<file path="src/rtl/core/adsr_pkg.sv">
`timescale 1ns / 1ps
`default_nettype none
// ----------------------------------------------------------------------------
// ADSR envelope package
// Shared types, field widths and constants of the linear ADSR envelope.
// ----------------------------------------------------------------------------
package adsr_pkg;

	localparam int LEVEL_W   = 25;
	localparam int AMP_W     = 17;
	localparam int AMP_LSB   = 8;
	localparam int STAGE_W   = 3;
	localparam int TIME_W    = 16;
	localparam int SUS_W     = 17;
	localparam int CFG_W     = 17;
	localparam int CFG_IDX_W = 2;

	localparam int SAMPLE_RATE_DEFAULT = 48000;
	localparam int SR_W      = 18;
	localparam int MS_PER_S  = 1000;
	localparam int DEN_W     = TIME_W + SR_W;
	localparam int NUM_W     = 35;
	localparam int QUO_W     = 22;
	localparam int DIV_STEPS = QUO_W;
	localparam int CNT_W     = $clog2(DIV_STEPS);

	localparam logic [LEVEL_W-1:0] ONE_LEVEL   = LEVEL_W'(1) << 24;
	localparam logic [SUS_W-1:0]   SUS_ONE     = SUS_W'(65536);
	localparam logic [TIME_W-1:0]  TIME_RESET  = TIME_W'(500);

	localparam logic [CFG_IDX_W-1:0] CFG_ATTACK  = 2'd0;
	localparam logic [CFG_IDX_W-1:0] CFG_DECAY   = 2'd1;
	localparam logic [CFG_IDX_W-1:0] CFG_SUSTAIN = 2'd2;
	localparam logic [CFG_IDX_W-1:0] CFG_RELEASE = 2'd3;

	typedef enum logic [STAGE_W-1:0] {
		ST_ATTACK  = 3'd0,
		ST_DECAY   = 3'd1,
		ST_SUSTAIN = 3'd2,
		ST_RELEASE = 3'd3,
		ST_IDLE    = 3'd4
	} stage_t;

	typedef struct packed {
		logic action;
		logic note_on;
	} adsr_in_t;

	typedef struct packed {
		logic [AMP_W-1:0]   amplitude;
		logic [STAGE_W-1:0] stage;
	} adsr_out_t;

	typedef struct packed {
		logic accept;
		logic load_div;
		logic div_step;
		logic apply_step;
	} adsr_cmd_t;

	typedef struct packed {
		logic makes_result;
		logic needs_step;
	} adsr_status_t;

endpackage
`default_nettype wire

</file>
<file path="src/rtl/core/adsr_ctrl.sv">
`timescale 1ns / 1ps
`default_nettype none
// ----------------------------------------------------------------------------
// ADSR envelope controller
// Sequences word acceptance, step division and level update.
// ----------------------------------------------------------------------------
module adsr_ctrl
	import adsr_pkg::*;
(
	input  wire logic         clk,
	input  wire logic         arst_n,
	input  wire logic         in_valid,
	output logic              in_stall,
	output logic              out_valid,
	input  wire logic         out_stall,
	input  wire adsr_status_t status,
	output adsr_cmd_t         cmd
);

	typedef enum logic [1:0] {
		S_IDLE,
		S_MUL,
		S_DIV,
		S_UPD
	} ctrl_state_t;

	ctrl_state_t      state_q;
	logic [CNT_W-1:0] cnt_q;
	logic             out_valid_q;
	logic             accept;
	logic             taken;

	assign in_stall  = (state_q != S_IDLE) || (out_valid_q && out_stall);
	assign accept    = in_valid && !in_stall;
	assign taken     = out_valid_q && !out_stall;
	assign out_valid = out_valid_q;

	always_comb begin
		cmd            = '0;
		cmd.accept     = accept;
		cmd.load_div   = (state_q == S_MUL);
		cmd.div_step   = (state_q == S_DIV);
		cmd.apply_step = (state_q == S_UPD);
	end

	always_ff @(posedge clk or negedge arst_n) begin
		if (!arst_n) begin
			state_q     <= S_IDLE;
			cnt_q       <= '0;
			out_valid_q <= 1'b0;
		end else begin
			if (accept && status.makes_result) begin
				out_valid_q <= 1'b1;
			end else if (taken) begin
				out_valid_q <= 1'b0;
			end
			case (state_q)
				S_IDLE: begin
					if (accept && status.needs_step) begin
						state_q <= S_MUL;
					end
				end
				S_MUL: begin
					cnt_q   <= '0;
					state_q <= S_DIV;
				end
				S_DIV: begin
					cnt_q <= cnt_q + 1'b1;
					if (cnt_q == CNT_W'(DIV_STEPS - 1)) begin
						state_q <= S_UPD;
					end
				end
				S_UPD: begin
					state_q <= S_IDLE;
				end
				default: begin
					state_q <= S_IDLE;
				end
			endcase
		end
	end

endmodule
`default_nettype wire

</file>
<file path="src/rtl/core/adsr_dp.sv">
`timescale 1ns / 1ps
`default_nettype none
// ----------------------------------------------------------------------------
// ADSR envelope datapath
// Settings, level and stage registers, step divider and output register.
// ----------------------------------------------------------------------------
module adsr_dp
	import adsr_pkg::*;
#(
	parameter int SAMPLE_RATE_HZ = SAMPLE_RATE_DEFAULT
) (
	input  wire logic                 clk,
	input  wire logic                 arst_n,
	input  wire logic                 cfg_we,
	input  wire logic [CFG_IDX_W-1:0] cfg_index,
	input  wire logic [CFG_W-1:0]     cfg_data,
	input  wire adsr_in_t             in_word,
	input  wire adsr_cmd_t            cmd,
	output adsr_status_t              status,
	output adsr_out_t                 out_word
);

	logic [TIME_W-1:0]  attack_q;
	logic [TIME_W-1:0]  decay_q;
	logic [SUS_W-1:0]   sustain_q;
	logic [TIME_W-1:0]  release_q;
	logic [LEVEL_W-1:0] level_q;
	stage_t             stage_q;
	adsr_out_t          out_word_q;
	logic [DEN_W-1:0]   rem_q;
	logic [DEN_W-1:0]   den_q;
	logic [QUO_W-1:0]   num_lo_q;
	logic [QUO_W-1:0]   quo_q;

	logic [SUS_W-1:0]   sus_clamped;
	logic [LEVEL_W-1:0] sus_lvl;
	logic [LEVEL_W-1:0] span;
	logic [TIME_W-1:0]  time_sel;
	logic [TIME_W-1:0]  time_eff;
	logic [NUM_W-1:0]   num;
	logic [DEN_W-1:0]   den;
	logic [DEN_W:0]     trial;
	logic [DEN_W:0]     diff;
	logic               fits;
	logic [QUO_W-1:0]   step;
	logic [LEVEL_W:0]   sum;
	logic [LEVEL_W-1:0] above_sus;
	stage_t             stage_simple;
	logic [LEVEL_W-1:0] level_next;
	stage_t             stage_next;

	assign sus_clamped = (sustain_q > SUS_ONE) ? SUS_ONE : sustain_q;
	assign sus_lvl     = {sus_clamped, {AMP_LSB{1'b0}}};

	always_comb begin
		case (stage_q)
			ST_ATTACK: begin
				span     = ONE_LEVEL;
				time_sel = attack_q;
			end
			ST_DECAY: begin
				span     = ONE_LEVEL - sus_lvl;
				time_sel = decay_q;
			end
			default: begin
				span     = sus_lvl;
				time_sel = release_q;
			end
		endcase
	end

	assign time_eff = (time_sel == '0) ? TIME_W'(1) : time_sel;
	assign num      = NUM_W'(span) * NUM_W'(MS_PER_S);
	assign den      = DEN_W'(time_eff) * DEN_W'(SAMPLE_RATE_HZ);

	assign trial = {rem_q, num_lo_q[QUO_W-1]};
	assign diff  = trial - {1'b0, den_q};
	assign fits  = (trial >= {1'b0, den_q});

	assign step = ((quo_q == '0) && (span != '0)) ? QUO_W'(1) : quo_q;

	always_comb begin
		stage_simple     = stage_q;
		status.needs_step = 1'b0;
		case (stage_q)
			ST_ATTACK, ST_DECAY: begin
				if (in_word.note_on) begin
					status.needs_step = 1'b1;
				end else begin
					stage_simple = ST_RELEASE;
				end
			end
			ST_SUSTAIN: begin
				if (!in_word.note_on) begin
					stage_simple = ST_RELEASE;
				end
			end
			ST_RELEASE: begin
				if (in_word.note_on) begin
					stage_simple = ST_ATTACK;
				end else begin
					status.needs_step = 1'b1;
				end
			end
			default: begin
				if (in_word.note_on) begin
					stage_simple = ST_ATTACK;
				end
			end
		endcase
		if (in_word.action) begin
			status.needs_step = 1'b0;
		end
		status.makes_result = !in_word.action;
	end

	assign sum       = {1'b0, level_q} + (LEVEL_W + 1)'(step);
	assign above_sus = level_q - sus_lvl;

	always_comb begin
		level_next = level_q;
		stage_next = stage_q;
		case (stage_q)
			ST_ATTACK: begin
				if (sum >= {1'b0, ONE_LEVEL}) begin
					level_next = ONE_LEVEL;
					stage_next = ST_DECAY;
				end else begin
					level_next = sum[LEVEL_W-1:0];
				end
			end
			ST_DECAY: begin
				if ((level_q <= sus_lvl) || (above_sus <= LEVEL_W'(step))) begin
					level_next = sus_lvl;
					stage_next = ST_SUSTAIN;
				end else begin
					level_next = level_q - LEVEL_W'(step);
				end
			end
			ST_RELEASE: begin
				if (level_q <= LEVEL_W'(step)) begin
					level_next = '0;
					stage_next = ST_IDLE;
				end else begin
					level_next = level_q - LEVEL_W'(step);
				end
			end
			default: begin
				level_next = level_q;
			end
		endcase
	end

	always_ff @(posedge clk or negedge arst_n) begin
		if (!arst_n) begin
			attack_q  <= TIME_RESET;
			decay_q   <= TIME_RESET;
			sustain_q <= SUS_ONE;
			release_q <= TIME_RESET;
			level_q   <= '0;
			stage_q   <= ST_ATTACK;
		end else begin
			if (cfg_we) begin
				case (cfg_index)
					CFG_ATTACK:  attack_q  <= cfg_data[TIME_W-1:0];
					CFG_DECAY:   decay_q   <= cfg_data[TIME_W-1:0];
					CFG_SUSTAIN: sustain_q <= cfg_data[SUS_W-1:0];
					CFG_RELEASE: release_q <= cfg_data[TIME_W-1:0];
					default: begin
					end
				endcase
			end
			if (cmd.accept) begin
				if (in_word.action) begin
					level_q <= '0;
					stage_q <= ST_ATTACK;
				end else begin
					stage_q <= stage_simple;
				end
			end else if (cmd.apply_step) begin
				level_q <= level_next;
				stage_q <= stage_next;
			end
		end
	end

	always_ff @(posedge clk) begin
		if (cmd.accept && !in_word.action) begin
			out_word_q.amplitude <= level_q[AMP_LSB +: AMP_W];
			out_word_q.stage     <= stage_q;
		end
		if (cmd.load_div) begin
			rem_q    <= DEN_W'(num[NUM_W-1:QUO_W]);
			num_lo_q <= num[QUO_W-1:0];
			den_q    <= den;
		end else if (cmd.div_step) begin
			rem_q    <= fits ? diff[DEN_W-1:0] : trial[DEN_W-1:0];
			num_lo_q <= {num_lo_q[QUO_W-2:0], 1'b0};
			quo_q    <= {quo_q[QUO_W-2:0], fits};
		end
	end

	assign out_word = out_word_q;

endmodule
`default_nettype wire

</file>
<file path="src/rtl/core/adsr_envelope_generator.sv">
`timescale 1ns / 1ps
`default_nettype none
// Latency: the result word of a sample is valid the cycle after the sample is accepted.
// A sample that needs a step (attack or decay with the note held, release with it off)
// holds the input after its acceptance through the product state, 22 divider steps and update.
// Other samples and reset actions do not hold the input; a waiting result stalls the input.
// Reset clears the level to zero, the stage to attack and the settings to their defaults.
// ----------------------------------------------------------------------------
// ADSR envelope generator
// Linear attack, decay, sustain and release envelope, one word per sample that is not a reset action.
// ----------------------------------------------------------------------------
module adsr_envelope_generator
	import adsr_pkg::*;
#(
	parameter int SAMPLE_RATE_HZ = SAMPLE_RATE_DEFAULT
) (
	input  wire logic                 clk,
	input  wire logic                 arst_n,
	input  wire logic                 in_valid,
	output logic                      in_stall,
	input  wire adsr_in_t             in_word,
	output logic                      out_valid,
	input  wire logic                 out_stall,
	output adsr_out_t                 out_word,
	input  wire logic                 cfg_we,
	input  wire logic [CFG_IDX_W-1:0] cfg_index,
	input  wire logic [CFG_W-1:0]     cfg_data
);

	adsr_cmd_t    cmd;
	adsr_status_t status;

	adsr_ctrl u_ctrl (
		.clk       (clk),
		.arst_n    (arst_n),
		.in_valid  (in_valid),
		.in_stall  (in_stall),
		.out_valid (out_valid),
		.out_stall (out_stall),
		.status    (status),
		.cmd       (cmd)
	);

	adsr_dp #(
		.SAMPLE_RATE_HZ (SAMPLE_RATE_HZ)
	) u_dp (
		.clk       (clk),
		.arst_n    (arst_n),
		.cfg_we    (cfg_we),
		.cfg_index (cfg_index),
		.cfg_data  (cfg_data),
		.in_word   (in_word),
		.cmd       (cmd),
		.status    (status),
		.out_word  (out_word)
	);

endmodule
`default_nettype wire

</file>
<file path="config.mk">
export PLATFORM = sky130hd
export DESIGN_NAME = adsr_envelope_generator
export DESIGN_NICKNAME = d
export VERILOG_FILES = /design/src/rtl/core/adsr_pkg.sv /design/src/rtl/core/adsr_ctrl.sv /design/src/rtl/core/adsr_dp.sv /design/src/rtl/core/adsr_envelope_generator.sv
export SDC_FILE = /design/constraint.sdc
export NUM_CORES = 1
export LEC_CHECK = 0
export BUFFER_PORTS_ARGS = -buffer_cell sky130_fd_sc_hd__buf_4
export CAP_MARGIN = 30
export CORE_ASPECT_RATIO = 1.5
export CORE_MARGIN = 10
export CORE_UTILIZATION = 59
export DETAILED_ROUTE_END_ITERATION = 10
export GPL_TIMING_DRIVEN = 0
export PLACE_DENSITY_LB_ADDON = 0.2
export SYNTH_ARGS = -nofsm -noshare
export SYNTH_HDL_FRONTEND = slang
export SYNTH_SLANG_ARGS = --single-unit
</file>
<file path="constraint.sdc">
create_clock -name clk -period 7.3 [get_ports clk]
set_clock_uncertainty 0.1 [all_clocks]
set_input_delay 1.095 -clock clk [delete_from_list [all_inputs] [get_ports clk]]
set_output_delay 1.095 -clock clk [all_outputs]
set_load 0.02 [all_outputs]
</file>
==> After elaboration in Yosys (flattened, before gate mapping) <==
Index checks and enable logic that the tools add are counted.
{ "totals": {"regBits": 221, "latch_bits": 0, "ram_bits": 0, "rom_bits": 0, "input_bits": 26, "out_inout_bits": 22, "word_cells": 118, "n_memories": 0} }
{ "classes": {"n_addsub": 6, "multipliers": 2, "n_div": 0, "order_cmp": 6, "eq_ne": 18, "shift": 0, "muxes": 37, "bitwise": 1, "reduce_logical": 32} }
{ "ops": {"columns": ["operator", "n"], "rows": [
  ["2-to-1 mux 25 bit", 6],
  ["case mux 25 bit (3 select lines)", 1],
  ["2-to-1 mux 22 bit", 3],
  ["less-or-equal comparator 25 x 22 -> 1 bit", 2],
  ["case mux 25 bit (2 select lines)", 1],
  [">= comparator 35 x 32 -> 1 bit", 1],
  ["2-to-1 mux 34 bit", 1],
  ["subtractor 34 x 32 -> 34 bit", 1],
  ["multiplier 25 x 7 -> 32 bit, second input constant", 1],
  ["case mux 16 bit (2 select lines)", 1],
  ["2-to-1 mux 3 bit", 9],
  ["adder 25 x 22 -> 26 bit", 1],
  [">= comparator 26 x 25 -> 1 bit, second input constant", 1],
  ["2-to-1 mux 13 bit", 2],
  ["less-or-equal comparator 25 bit", 1],
  ["multiplier 16 x 9 -> 25 bit, second input constant", 1],
  ["nonzero test 25 bit", 1],
  ["subtractor 25 x 22 -> 25 bit", 1],
  ["subtractor 25 bit", 1],
  ["subtractor 25 bit, first input constant", 1],
  ["logical NOT 22 bit", 1],
  ["> comparator 17 bit, second input constant", 1],
  ["2-to-1 mux 17 bit", 1],
  ["logical NOT 16 bit", 1],
  ["other kinds (30)", 61]
]} }

==> Longest topological paths before layout <==
{ "logic_depth": {"ltp_word": 13, "mapped_depth": 31, "depth_no_buf": 31} }

==> Cells and area by module <==
From an unflattened synthesis, not the netlist that was laid out.
{ "unflattened": {"hier_cells": 2191, "hier_area_um2": 20614.8} }
{ "modules_own_cells": {"columns": ["mod", "instances", "cells_per_inst", "area_each_um2", "seq_area_each_um2"], "rows": [
  ["adsr_dp", 1, 2140, 20116.8, 5504.0],
  ["adsr_ctrl", 1, 51, 498.0, 200.2]
]} }

==> Worst setup path after synthesis <==
Ideal clock, no wire load.
{ "synth_path": {"path_type": "reg-to-reg", "start": "register u_dp.sustain_q[7]", "end": "register u_dp.rem_q[11] (data pin)", "setup_time_ps": 271, "arrival_ps": 6719, "required_ps": 6929, "slack_ps": 210, "stages_incl_launch_ff": 31, "period_less_slack_ps": 7090, "cell_sequence": "dfrtp_1 > nor4_1 > nand2b_1 > or3_1 > o31ai_2 > and2_1 > inv_1 > ha_1 > o21ai_1 > nand3_1 > o21ai_0 > nand2_1 > o21ai_0 > inv_1 > fa_1 > inv_1 > fa_1 > fa_1 > inv_1 > fa_1 > inv_1 > ha_1 > a21o_1 > a21oi_1 > o22ai_1 > a21oi_1 > a21o_1 > o21ai_0 > a21oi_1 > xor2_1 > a21oi_1"} }
{ "synth_between": {"elab_chain_cells": 6} }
{ "synth_rtl": {"columns": ["item", "line", "text"], "rows": [
  ["start, declared", "adsr_dp.sv:25", "logic [SUS_W-1:0] sustain_q;"],
  ["start signal, assigned", "adsr_dp.sv:167", "CFG_SUSTAIN: sustain_q <= cfg_data[SUS_W-1:0];"],
  ["> comparator 17 bit", "adsr_dp.sv:52", "assign sus_clamped = (sustain_q > SUS_ONE) ? SUS_ONE : sustain_q;"],
  ["2-to-1 mux 17 bit *", "adsr_dp.sv:52", null],
  ["subtractor 25 bit", "adsr_dp.sv:62", "span = ONE_LEVEL - sus_lvl;"],
  ["case mux 25 bit (2 select lines) *", "adsr_dp.sv:56", "case (stage_q)"],
  ["multiplier 25 x 7 -> 32 bit *", "adsr_dp.sv:73", "assign num = NUM_W'(span) * NUM_W'(MS_PER_S);"],
  ["2-to-1 mux 13 bit *", "adsr_dp.sv:192", "if (cmd.load_div) begin"],
  ["end signal, assigned", "adsr_dp.sv:193", "rem_q <= DEN_W'(num[NUM_W-1:QUO_W]);"],
  ["end signal, assigned", "adsr_dp.sv:197", "rem_q <= fits ? diff[DEN_W-1:0] : trial[DEN_W-1:0];"],
  ["end, declared", "adsr_dp.sv:30", "logic [DEN_W-1:0] rem_q;"]
]} }
Every way passes the cells marked *; elsewhere a longest branch is shown, timed or not.
A chain may end at the register's enable or synchronous reset.

==> Final worst setup path <==
Ends and elaborated chain as after synthesis.

==> results.md <==
* Run status: finished, final reports clean
* Dpl hpwl at between 40,000 and 50,000 um
* Slew HR at 0.340
* Crit end category: flip-flop
* Final hold vios at 0
* Largest net degree at the start of global routing at 77
* Rows at 83
* Post-synthesis adder-cell area fraction at 0.270
* Vias in the first global route at 17,800
* Clk sinks at 213
* First-pass GRT wire length at 95,800 um
* Fin. max-slew vios at 0
* Synth warnings at 0
* Total iterations of the first detailed-routing run at 5
* Post-synthesis mux area share at 0.0572
* Setup WS post-layout at 0.193 ns
* Asr flop ratio synth at 0.474
* Final setup fails at 0
* Fillers at between 2,000 and 3,000
* Die Area at 43,100 um^2
* Synth unique cells at 88
* Worst Path Arrival at around 7.3 ns
* CP Class: flip-flop to flip-flop
* R2r endpoint: u_dp.rem_q[11]$_DFFE_PP_
* EDFF count, synth at 91
* Final Wtd Congestion at 0.982
* Top-count cell post-synth: inv_1
* # IOs at 48
* Seq/Total Area, Yosys at 0.276
* Die Ht at 249 um
* CP max-delay cell: fa_1
* Crit path time final at 7.11 ns
* Post-synthesis cell count at about 2,200
* Clk_lat worst skew at ~0.55 ns
* Via Count at between 15,000 and 20,000
* Num CTS Buffers at 23
* Reg2reg path depth at 28
* Post-layout nets at 2,689
* H-Tree Depth at 1
* Crit-path max cell delay at ~0.57 ns
* Largest cells by area after synthesis: ha_1 (14%), edfxtp_1 (13%), fa_1 (13%)
* Hold/Removal Path Class: input pin to asynchronous set/reset pin
* Worst EP required at 7.46 ns
* Initial core utilization at 0.601
* Simple-Gate Fraction of Synth Area at 0.117
* Most used DFF post-synth: edfxtp_1
* R2R setup slack at a little under 0.2 ns
* Die Width at 173 um
* Critical path launch point type: flip-flop
* Synth Area in Compound Gates at 0.162
* Dominant cell type by area after synthesis: ha_1
* Clock transition at path regs at ~0.07 ns
* Fraction of layout cells with a size suffix above 1 at 0.154
* CTS tree: built
* WL/cell at 22.1 um
* Clock Tree Buf Depth at 3
* DRC viols at 0
* Largest family of logic cells by synthesized area: adder cells
* Synthesized area per cell at ~9.4 um^2
* Final period util at 0.974
* Clock root cell: clkbuf_16
* Crit. Startpoint: u_dp.sustain_q[7]$_DFFE_PN0P_
* Post-synthesis net count at about 2,600
* Place WS at -1.36 ns
* Measured slew at the worst slew-check pin at between 0.9 and 1 ns
* CP max FO at 5
* Routed wire length at 61,500 um
* Via density at about 6.1
* Initial antenna violation count at 1
* Max frequency at 141 MHz
* All-Layer GR Usage at 0.278
* Synth top area share at 0.145
* Synth top cells by count: inv_1 (312), ha_1 (239), a21oi_1 (147), nand2_1 (136), nor2_1 (134)
* R2r startpoint: u_dp.sustain_q[7]$_DFFE_PN0P_
* GR Overflow Total at 0
* Synthesized flop and latch total at 213
* Synth Area in XOR/XNOR at 0.0432
* Max-capacitance violation count at 0
* Layout area overhead at 12.9%
* Starting DRT DRC Count at 1,244
* Post-route ant nets at 0
* Buffers on Ports at 47
* Core Area at 34,400 um^2
* Cell Area, Synth at 20,700 um^2
==> flip-flops by register name, summed over array words and instances (netlist names) <==
name and flops:
u_dp.out_word 20, u_ctrl.state_q 2, u_dp.level_q 25, u_dp.sustain_q 17, u_dp.rem_q 34, u_dp.release_q 16
u_dp.attack_q 16, u_dp.num_lo_q 11, u_ctrl.cnt_q 5, u_dp.den_q 25, u_dp.stage_q 3, u_dp.decay_q 16
u_ctrl.out_valid 1, u_dp.quo_q 22
==> how the worst max path moves through the flow <==
| stage | endpoint | slack (ns) |
|---|---|---|
| after floorplan | u_dp.rem_q[11]$_DFFE_PP_ | 0.21 |
| after global placement | u_dp.den_q[31]$_DFFE_PP_ | -1.40 |
| after detailed placement | u_dp.den_q[31]$_DFFE_PP_ | -1.36 |
| after CTS | u_dp.level_q[10]$_DFFE_PN0P_ | 0.0006 |
| after global routing | u_dp.rem_q[11]$_DFFE_PP_ | -0.04 |
| final | u_dp.rem_q[11]$_DFFE_PP_ | 0.19 |
==> per-layer routing <==
metal,up-vias,GRT usage,wire length (um),part of all wire
met1,8307,0.283,21600,0.35
met4,2,0.197,4730,0.077
met3,223,0.0383,2930,0.048
li1,7852,-,-,-
met5,-,0,20,0.00033
met2,569,0.510,32200,0.52
==> layout by cell type (no fill, tap or decap), drive strengths merged, types with 13 or more instances in the layout <==
cell | synthesis | layout
or3 | 15 | 15
nor4 | 23 | 23
dfstp | 19 | 19
nor2b | 19 | 19
inv | 313 | 317
mux2 | 81 | 81
a31oi | 17 | 17
a211oi | 35 | 35
nor2 | 135 | 135
nor3 | 29 | 29
and2 | 13 | 13
o211ai | 23 | 23
a21o | 29 | 29
nand2 | 137 | 137
dfrtp | 82 | 82
mux2i | 27 | 27
xnor2 | 81 | 81
o21bai | 20 | 20
fa | 129 | 129
o31ai | 13 | 13
ha | 239 | 239
xor2 | 21 | 21
nand3 | 41 | 41
nand4 | 17 | 17
o21a | 21 | 21
dfxtp | 21 | 21
clkbuf | 60 | 90
buf | 20 | 103
a21oi | 148 | 148
edfxtp | 91 | 91
o21ai | 91 | 91
nand2b | 22 | 22
==> logic make-up (layout without fill, tap and decap cells) <==
| family | count (synthesis) | count (layout) |
|---|---|---|
| muxes | 108 | 108 |
| adders and majority gates | 368 | 368 |
| buffers and inverters | 396 | 520 |
| DFF | 213 | 213 |
| and+or+nand+nor | 497 | 497 |
| AOI/OAI and AO/OA | 504 | 504 |
| xor gates and xnor gates | 102 | 102 |
| other | 0 | 1 |
==> critical path, delay by kind of cell, from the launching register on <==
family | cells | cell delay (ns)
buf+inv | 4 | 0.39
flops | 1 | 0.43
compound gates | 12 | 2.15
xor+xnor | 1 | 0.17
fa+ha+maj | 6 | 2.38
simple gates | 5 | 1.24
==> repair_timing <==
action / CTS / global route
pin swaps: 4 / 15
setup buffers: 5 / 23
resized for setup: 64 / 63
hold buffers: 0 / 0
setup endpoints to repair: 54 / 46
==> per-stage QoR <==
stage	TNS, ns	area, um^2	hold slack, ns	instances	utilization
floorplan	0	20700	0.323	2188	-
global placement	-41.55	21600	0.330	2702	0.628
detailed placement	-45.37	21700	0.338	2710	0.632
CTS	0	22900	0.353	2756	0.665
global route	-0.145	23300	0.408	2779	0.678
finish	0	23300	0.397	2780	0.678
==> area by class of cell <==
type,instances,area [um^2],share of cell area
sequential,213,5710,0.245
tap,467,584,0.0251
clock inverter,11,153,0.00655
clock buffer,31,678,0.0291
multi-input combinational,1579,13900,0.597
buffer,78,355,0.0152
inverter,316,1190,0.0512
antenna,1,2.50,0.000107
timing repair buffer,84,708,0.0304
Power is not shown: default switching activity piles up to over one toggle a cycle in this logic, so the estimate is an artifact.
